===== src/rtl/euf_pkg.sv =====
// ----------------------------------------------------------------------------
// euf_pkg
// Shared types, constants and fixed-point helpers for the upwind face flux.
// ----------------------------------------------------------------------------
package euf_pkg;

    localparam int WORD_WIDTH = 32;
    localparam int FRAC_BITS  = 16;
    localparam int HEAT_WIDTH = 18;
    localparam int IO_WIDTH   = 32;
    localparam int UNS_WIDTH  = 31;
    localparam int DIV_LAT    = WORD_WIDTH + 2;

    localparam logic [HEAT_WIDTH-1:0] HEAT_RESET = HEAT_WIDTH'(91750);

    typedef logic signed [WORD_WIDTH-1:0] t_word;
    typedef logic        [WORD_WIDTH-1:0] t_mag;
    typedef logic        [2*WORD_WIDTH-1:0] t_prod;
    typedef logic signed [IO_WIDTH-1:0]   t_io;

    typedef struct packed {
        logic  neg;
        t_prod mag;
    } t_rawp;

    typedef struct packed {
        logic  fault;
        t_word lr;
        t_word lx;
        t_word ly;
        t_word le;
        t_word rr;
        t_word rx;
        t_word ry;
        t_word re;
        t_word sx;
        t_word sy;
    } t_carry;

    localparam longint WMAX_L = (longint'(1) << (WORD_WIDTH - 1)) - 1;
    localparam longint WMIN_L = -WMAX_L - 1;
    localparam longint OMAX_L = (longint'(1) << (IO_WIDTH - 1)) - 1;
    localparam longint OMIN_L = -OMAX_L - 1;
    localparam t_word  WMAX   = t_word'(WMAX_L);
    localparam t_word  WMIN   = t_word'(WMIN_L);
    localparam t_mag   MAG_MAX = {1'b0, {(WORD_WIDTH-1){1'b1}}};
    localparam t_mag   MAG_MIN = {1'b1, {(WORD_WIDTH-1){1'b0}}};

    function automatic t_word clamp_l(input longint v);
        if (v > WMAX_L) begin
            return WMAX;
        end else if (v < WMIN_L) begin
            return WMIN;
        end
        return t_word'(v);
    endfunction

    function automatic t_io out_sat(input t_word a);
        longint v;
        v = longint'(a);
        if (v > OMAX_L) begin
            return t_io'(OMAX_L);
        end else if (v < OMIN_L) begin
            return t_io'(OMIN_L);
        end
        return t_io'(v);
    endfunction

    function automatic t_mag mag(input t_word a);
        return a[WORD_WIDTH-1] ? t_mag'(t_mag'(0) - t_mag'(a)) : t_mag'(a);
    endfunction

    function automatic t_word sat_mag(input logic neg, input t_mag m, input logic ovf);
        if (!neg) begin
            return (ovf || m > MAG_MAX) ? WMAX : t_word'(m);
        end
        return (ovf || m > MAG_MIN) ? WMIN : t_word'(t_mag'(0) - m);
    endfunction

    function automatic t_word sadd(input t_word a, input t_word b);
        logic [WORD_WIDTH:0] s;
        s = {a[WORD_WIDTH-1], a} + {b[WORD_WIDTH-1], b};
        if (s[WORD_WIDTH] != s[WORD_WIDTH-1]) begin
            return s[WORD_WIDTH] ? WMIN : WMAX;
        end
        return t_word'(s[WORD_WIDTH-1:0]);
    endfunction

    function automatic t_word ssub(input t_word a, input t_word b);
        logic [WORD_WIDTH:0] s;
        s = {a[WORD_WIDTH-1], a} - {b[WORD_WIDTH-1], b};
        if (s[WORD_WIDTH] != s[WORD_WIDTH-1]) begin
            return s[WORD_WIDTH] ? WMIN : WMAX;
        end
        return t_word'(s[WORD_WIDTH-1:0]);
    endfunction

    // halve, truncating toward zero
    function automatic t_word half(input t_word a);
        t_word tmp;
        tmp = a + t_word'({{(WORD_WIDTH-1){1'b0}}, a[WORD_WIDTH-1]});
        return tmp >>> 1;
    endfunction

    function automatic t_rawp rawmul(input t_word a, input t_word b);
        t_rawp r;
        r.neg = a[WORD_WIDTH-1] ^ b[WORD_WIDTH-1];
        r.mag = t_prod'(mag(a)) * t_prod'(mag(b));
        return r;
    endfunction

    function automatic t_word fin(input t_rawp x);
        t_prod sh;
        sh = x.mag >> FRAC_BITS;
        return sat_mag(x.neg, sh[WORD_WIDTH-1:0], |sh[2*WORD_WIDTH-1:WORD_WIDTH]);
    endfunction

endpackage


===== src/rtl/euf_div.sv =====
// ----------------------------------------------------------------------------
// euf_div
// Pipelined restoring divider: (num << FRAC_BITS) / den, one quotient bit per
// stage, truncated toward zero and saturated to the word. Zero divisor gives 0.
// ----------------------------------------------------------------------------
module euf_div (
    input  logic          i_clk,
    input  logic          i_en,
    input  euf_pkg::t_word i_num,
    input  euf_pkg::t_word i_den,
    output euf_pkg::t_word o_quo
);

    localparam int W = euf_pkg::WORD_WIDTH;
    localparam int F = euf_pkg::FRAC_BITS;

    euf_pkg::t_mag  r_rem [0:W];
    euf_pkg::t_mag  r_num [0:W];
    euf_pkg::t_mag  r_quo [0:W];
    euf_pkg::t_mag  r_den [0:W];
    logic           r_neg [0:W];
    logic           r_ovf [0:W];
    logic           r_dz  [0:W];
    euf_pkg::t_word r_out;

    euf_pkg::t_mag n_mnum;
    euf_pkg::t_mag n_mden;

    assign n_mnum = euf_pkg::mag(i_num);
    assign n_mden = euf_pkg::mag(i_den);

    // quotient bits at or above W only mean overflow
    always_ff @(posedge i_clk) begin
        if (i_en) begin
            r_rem[0] <= n_mnum >> (W - F);
            r_num[0] <= n_mnum << F;
            r_quo[0] <= '0;
            r_den[0] <= n_mden;
            r_neg[0] <= i_num[W-1] ^ i_den[W-1];
            r_ovf[0] <= (n_mnum >> (W - F)) >= n_mden;
            r_dz[0]  <= (n_mden == '0);
        end
    end

    for (genvar k = 0; k < W; k++) begin : g_step
        logic [W:0]    n_trial;
        logic          n_ge;
        euf_pkg::t_mag n_rem;

        always_comb begin
            n_trial = {r_rem[k], r_num[k][W-1]};
            n_ge    = n_trial >= {1'b0, r_den[k]};
            n_rem   = n_ge ? W'(n_trial - {1'b0, r_den[k]}) : n_trial[W-1:0];
        end

        always_ff @(posedge i_clk) begin
            if (i_en) begin
                r_rem[k+1] <= n_rem;
                r_num[k+1] <= r_num[k] << 1;
                r_quo[k+1] <= {r_quo[k][W-2:0], n_ge};
                r_den[k+1] <= r_den[k];
                r_neg[k+1] <= r_neg[k];
                r_ovf[k+1] <= r_ovf[k];
                r_dz[k+1]  <= r_dz[k];
            end
        end
    end

    always_ff @(posedge i_clk) begin
        if (i_en) begin
            r_out <= r_dz[W] ? '0 : euf_pkg::sat_mag(r_neg[W], r_quo[W], r_ovf[W]);
        end
    end

    assign o_quo = r_out;

endmodule


===== config.mk =====
export PLATFORM = sky130hd
export DESIGN_NAME = euf_div
export DESIGN_NICKNAME = d
export VERILOG_FILES = /design/src/rtl/euf_pkg.sv /design/src/rtl/euf_div.sv
export SDC_FILE = /design/constraint.sdc
export NUM_CORES = 2
export LEC_CHECK = 0
export BUFFER_PORTS_ARGS = -buffer_cell sky130_fd_sc_hd__buf_2
export CAP_MARGIN = 40
export CORE_MARGIN = 10
export CORE_UTILIZATION = 45
export DETAILED_ROUTE_END_ITERATION = 16
export PLACE_DENSITY = 0.64
export SLEW_MARGIN = 25
export SYNTH_ARGS = -nofsm -noshare
export SYNTH_HDL_FRONTEND = slang
export SYNTH_MEMORY_MAX_BITS = 65536
export SYNTH_SLANG_ARGS = --single-unit

===== constraint.sdc =====
create_clock -name i_clk -period 4.2 [get_ports i_clk]
set_clock_uncertainty 0.05 [all_clocks]
set_input_delay 0.21 -clock i_clk [delete_from_list [all_inputs] [get_ports i_clk]]
set_output_delay 0.21 -clock i_clk [all_outputs]
set_load 0.02 [all_outputs]

==> out/results.txt <==
R2R depth: 10
Hold path cells: 3
Peak VDD IR: 367 uV
Drt total wl: 337 mm
Register Area: 0.0849 mm2
RSZ-0062 raised after global routing: no
Worst Hold Path EP: r_den[0][30]
Synthesis-to-layout area growth: 13.3%
Vias per Instance: 5.41
Hold WS: 0.177 ns
Number of global-route vias before repair: 94200
Pint: 81.3 mW
Core region area: 0.331 mm2
Clock latency on the worst-skew pair: 0.91 ns
CTS Buf Count: 310
Worst slew pin tran: 0.904 ns
Max Cap Viol: 0
Initial DRC Count: 6985
Worst R2R End: o_quo[31]
I/O Buffers: 97
Final setup TNS: 0 ns
Relative slew slack: 39.8%
Final WS setup: 0.114 ns
Drt pass-1 iters: 6
Post-synthesis simple-gate area fraction: 8.73%
DR vias: 97300
Die area: 0.357 mm2
Wire per inst: 18.7 um
Grt peak-use layer: met2
Data arrival time of the worst path: 4.68 ns
CP most frequent cell: or3_4
Critical-path maximum fanout: 6
Cell accounting for the most synthesized area: edfxtp_1
Avg Inst Size Synth: 11.7 um2
First-pass GRT wire length: 525 mm
Min cycle time layout: 4.09 ns
Xor/xnor cell area share of the yosys netlist: 5.07%
Root Driver: clkbuf_16
Met1 Resource Use GR: 24.0%
Final period util: 97.3%
CP max stage cell: or4_4
Post-synth top flop: edfxtp_1
Synth async-reset ratio: 0%
Status: finished, final reports clean
Rows: 211
CTS Sinks: 2827
Worst R2R Setup Slack: 0.11 ns
Clock Pin Slew Worst Setup and Hold Paths: 0.06 ns
Min-Delay Path Class: input port to register
Sw frac: 36.0%
# fillers: 28700
Gpl congestion: 0.892
Initial Util: 45.3%
Post-Synthesis Cells: 12800
Post-Synthesis Cell Area: 0.150 mm2
CP Capture Type: register
Initial antenna violation count: 6
Sequential share of the synthesized area: 56.6%
P_sw: 45.8 mW
CP peak stage delay: 0.58 ns
Bufs on Longest Clock Path: 4
Clk pwr share: 22.0%
Grt total ovfl: 0
Largest family of logic cells by synthesized area: compound AO/OA/AOI/OAI gates
Slew Viols, Final: 0
Combinational share of power: 42.7%
# H-tree levels: 5
Pre-CTS WS: 0.0747 ns
Met3 Track Usage GR: 2.11%
Layout cells sized above 1: 8.48%
Setup-failing EPs final: 0
Synth top area share: 56.6%
Largest net degree at the start of global routing: 169
Area of the multi-input gates: 0.0595 mm2
Fin nets: 14500
YS warnings: 0
Type of the worst setup path: register to register
Pleak: 68.5 nW
CP cell instances: or4_4, or4_4, or4_4, or3_4, or3_4, or3_4, or3_4, nor3_2, xor2_1, a21oi_1
Flop pwr share: 35.4%
Die height: 597 um
Ports: 98
Top-count cell post-synth: edfxtp_1
Startpoint of the worst hold path: i_den[30]
Distinct cell type count after synthesis: 90
GRT Total Usage: 18.2%
Syn nets: 13900
Synth cell count leaders: 2827 x edfxtp_1, 1285 x inv_1, 1027 x ha_1
Mux share of post-synthesis cell area: 2.80%
Adder-Cell Fraction of Synth Area: 8.98%
Dpl hpwl: 255 mm
M2 GR Usage: 31.5%
Post-synth EDFFs: 2827
Startpoint types: register
Final hold vios: 0
CP required: 4.80 ns
Detailed-route DRC error count: 0
Top cells by area, synth: edfxtp_1 57%, ha_1 8.6%, a21oi_1 3.4%
Pwr dens: 748 mW/mm2
Fmax: 245 MHz
Die Wd: 597 um
Clock tree from TritonCTS: done
Reg2Reg Launch Point: r_quo[32][10]
Synth Area in Compound Gates: 13.9%
Count of state elements after synthesis: 2827
Final ANT Viol Nets: 0
[final cells by class]
cell class / count / share of cell area, %
sequential: 2827 / 50.0
multi-input combinational: 8413 / 35.0
clock buffer: 360 / 4.71
tap: 4366 / 3.21
inverter: 1292 / 2.85
timing repair buffer: 536 / 2.79
clock inverter: 198 / 1.45
antenna: 5 / 0.00736
[cell families after synthesis]
family                     count (synthesis)
buffers and inverters                   1583
DFF                                     2827
adders and majority gates               1058
muxes                                    376
xor gates and xnor gates                 869
and+or+nand+nor                         2760
AOI/OAI and AO/OA                       3350
[placed cells by master, fill, tap and decap left out, types with 98 or more instances in the layout]
cell and instances:
edfxtp_1 2827, xor2_1 342, nand2_1 886, clkbuf_16 313
nor3_1 136, ha_1 1027, nor2b_1 147, nor2_1 721
dlygate4sd3_1 120, mux2_1 179, xnor2_1 527, nand4_1 177
nand3_1 191, inv_1 1285, o21ai_1 154, o21ai_0 714
o21a_1 168, buf_4 266, mux2_2 170, o21bai_1 120
nand2b_1 143, a31oi_1 98, a21o_1 503, a21oi_1 1006
[worst max path at each step]
stage	to	slack, ns	cells after the start	startpoint
3_3_place_gp	r_ovf[0][0]	0.07	13	i_num[14]
6_report	o_quo[31]	0.11	10	r_quo[32][10]
5_1_grt	o_quo[31]	0.002	10	r_quo[32][10]
3_5_place_dp	r_ovf[0][0]	0.07	13	i_num[14]
4_1_cts	o_quo[31]	0.09	11	r_quo[32][0]
2_1_floorplan	o_quo[31]	0.26	10	r_quo[32][11]
[critical path, delay by kind of cell, from the launching register on]
family | cells | cell delay (ns)
AOI/OAI and AO/OA | 1 | 0.09
xor gates and xnor gates | 1 | 0.16
DFF | 1 | 0.41
and+or+nand+nor | 8 | 3.12
[power by group through the flow]
stage	combinational [mW]	sequential, mW	clock, mW
after floorplan	40.1	43.2	0
after global placement	52.9	45.5	0
after detailed placement	53.4	45.5	0
after CTS	53.9	45.0	28.7
after global routing	60.4	45.5	29.8
final	54.2	44.9	28.0
[flip-flops by register name, summed over array words and instances, names as in the netlist]
| register | cells |
|---|---|
| o_quo | 32 |
| r_den | 1024 |
| r_dz | 33 |
| r_neg | 33 |
| r_num | 136 |
| r_ovf | 33 |
| r_quo | 528 |
| r_rem | 1008 |
[what timing repair did]
item / CTS / global route
buffers inserted: 0 / 0
endpoints found under the setup margin: 0 / 67
resized for setup: 0 / 14
hold endpoints to repair: 470 / 0
hold buffers: 120 / 0
[through the flow]
step | power, mW | instances | utilization, % | area (um2)
after floorplan | 83.3 | 12800 | - | 150000
after global placement | 98.3 | 17300 | 47.8 | 158000
after detailed placement | 98.8 | 17300 | 47.8 | 158000
after CTS | 128 | 18000 | 51.3 | 170000
after global routing | 136 | 18000 | 51.3 | 170000
final | 127 | 18000 | 51.3 | 170000
[metal layers]
layer,share of wire (%),vias to the layer above,routed length (um)
met1,44,46500,149000
met3,4.4,571,14700
met5,0.0033,-,11
li1,-,48300,-
met4,3.3,2,11200
met2,48,2029,163000
No activity file was read; power rests on OpenSTA's default activity.
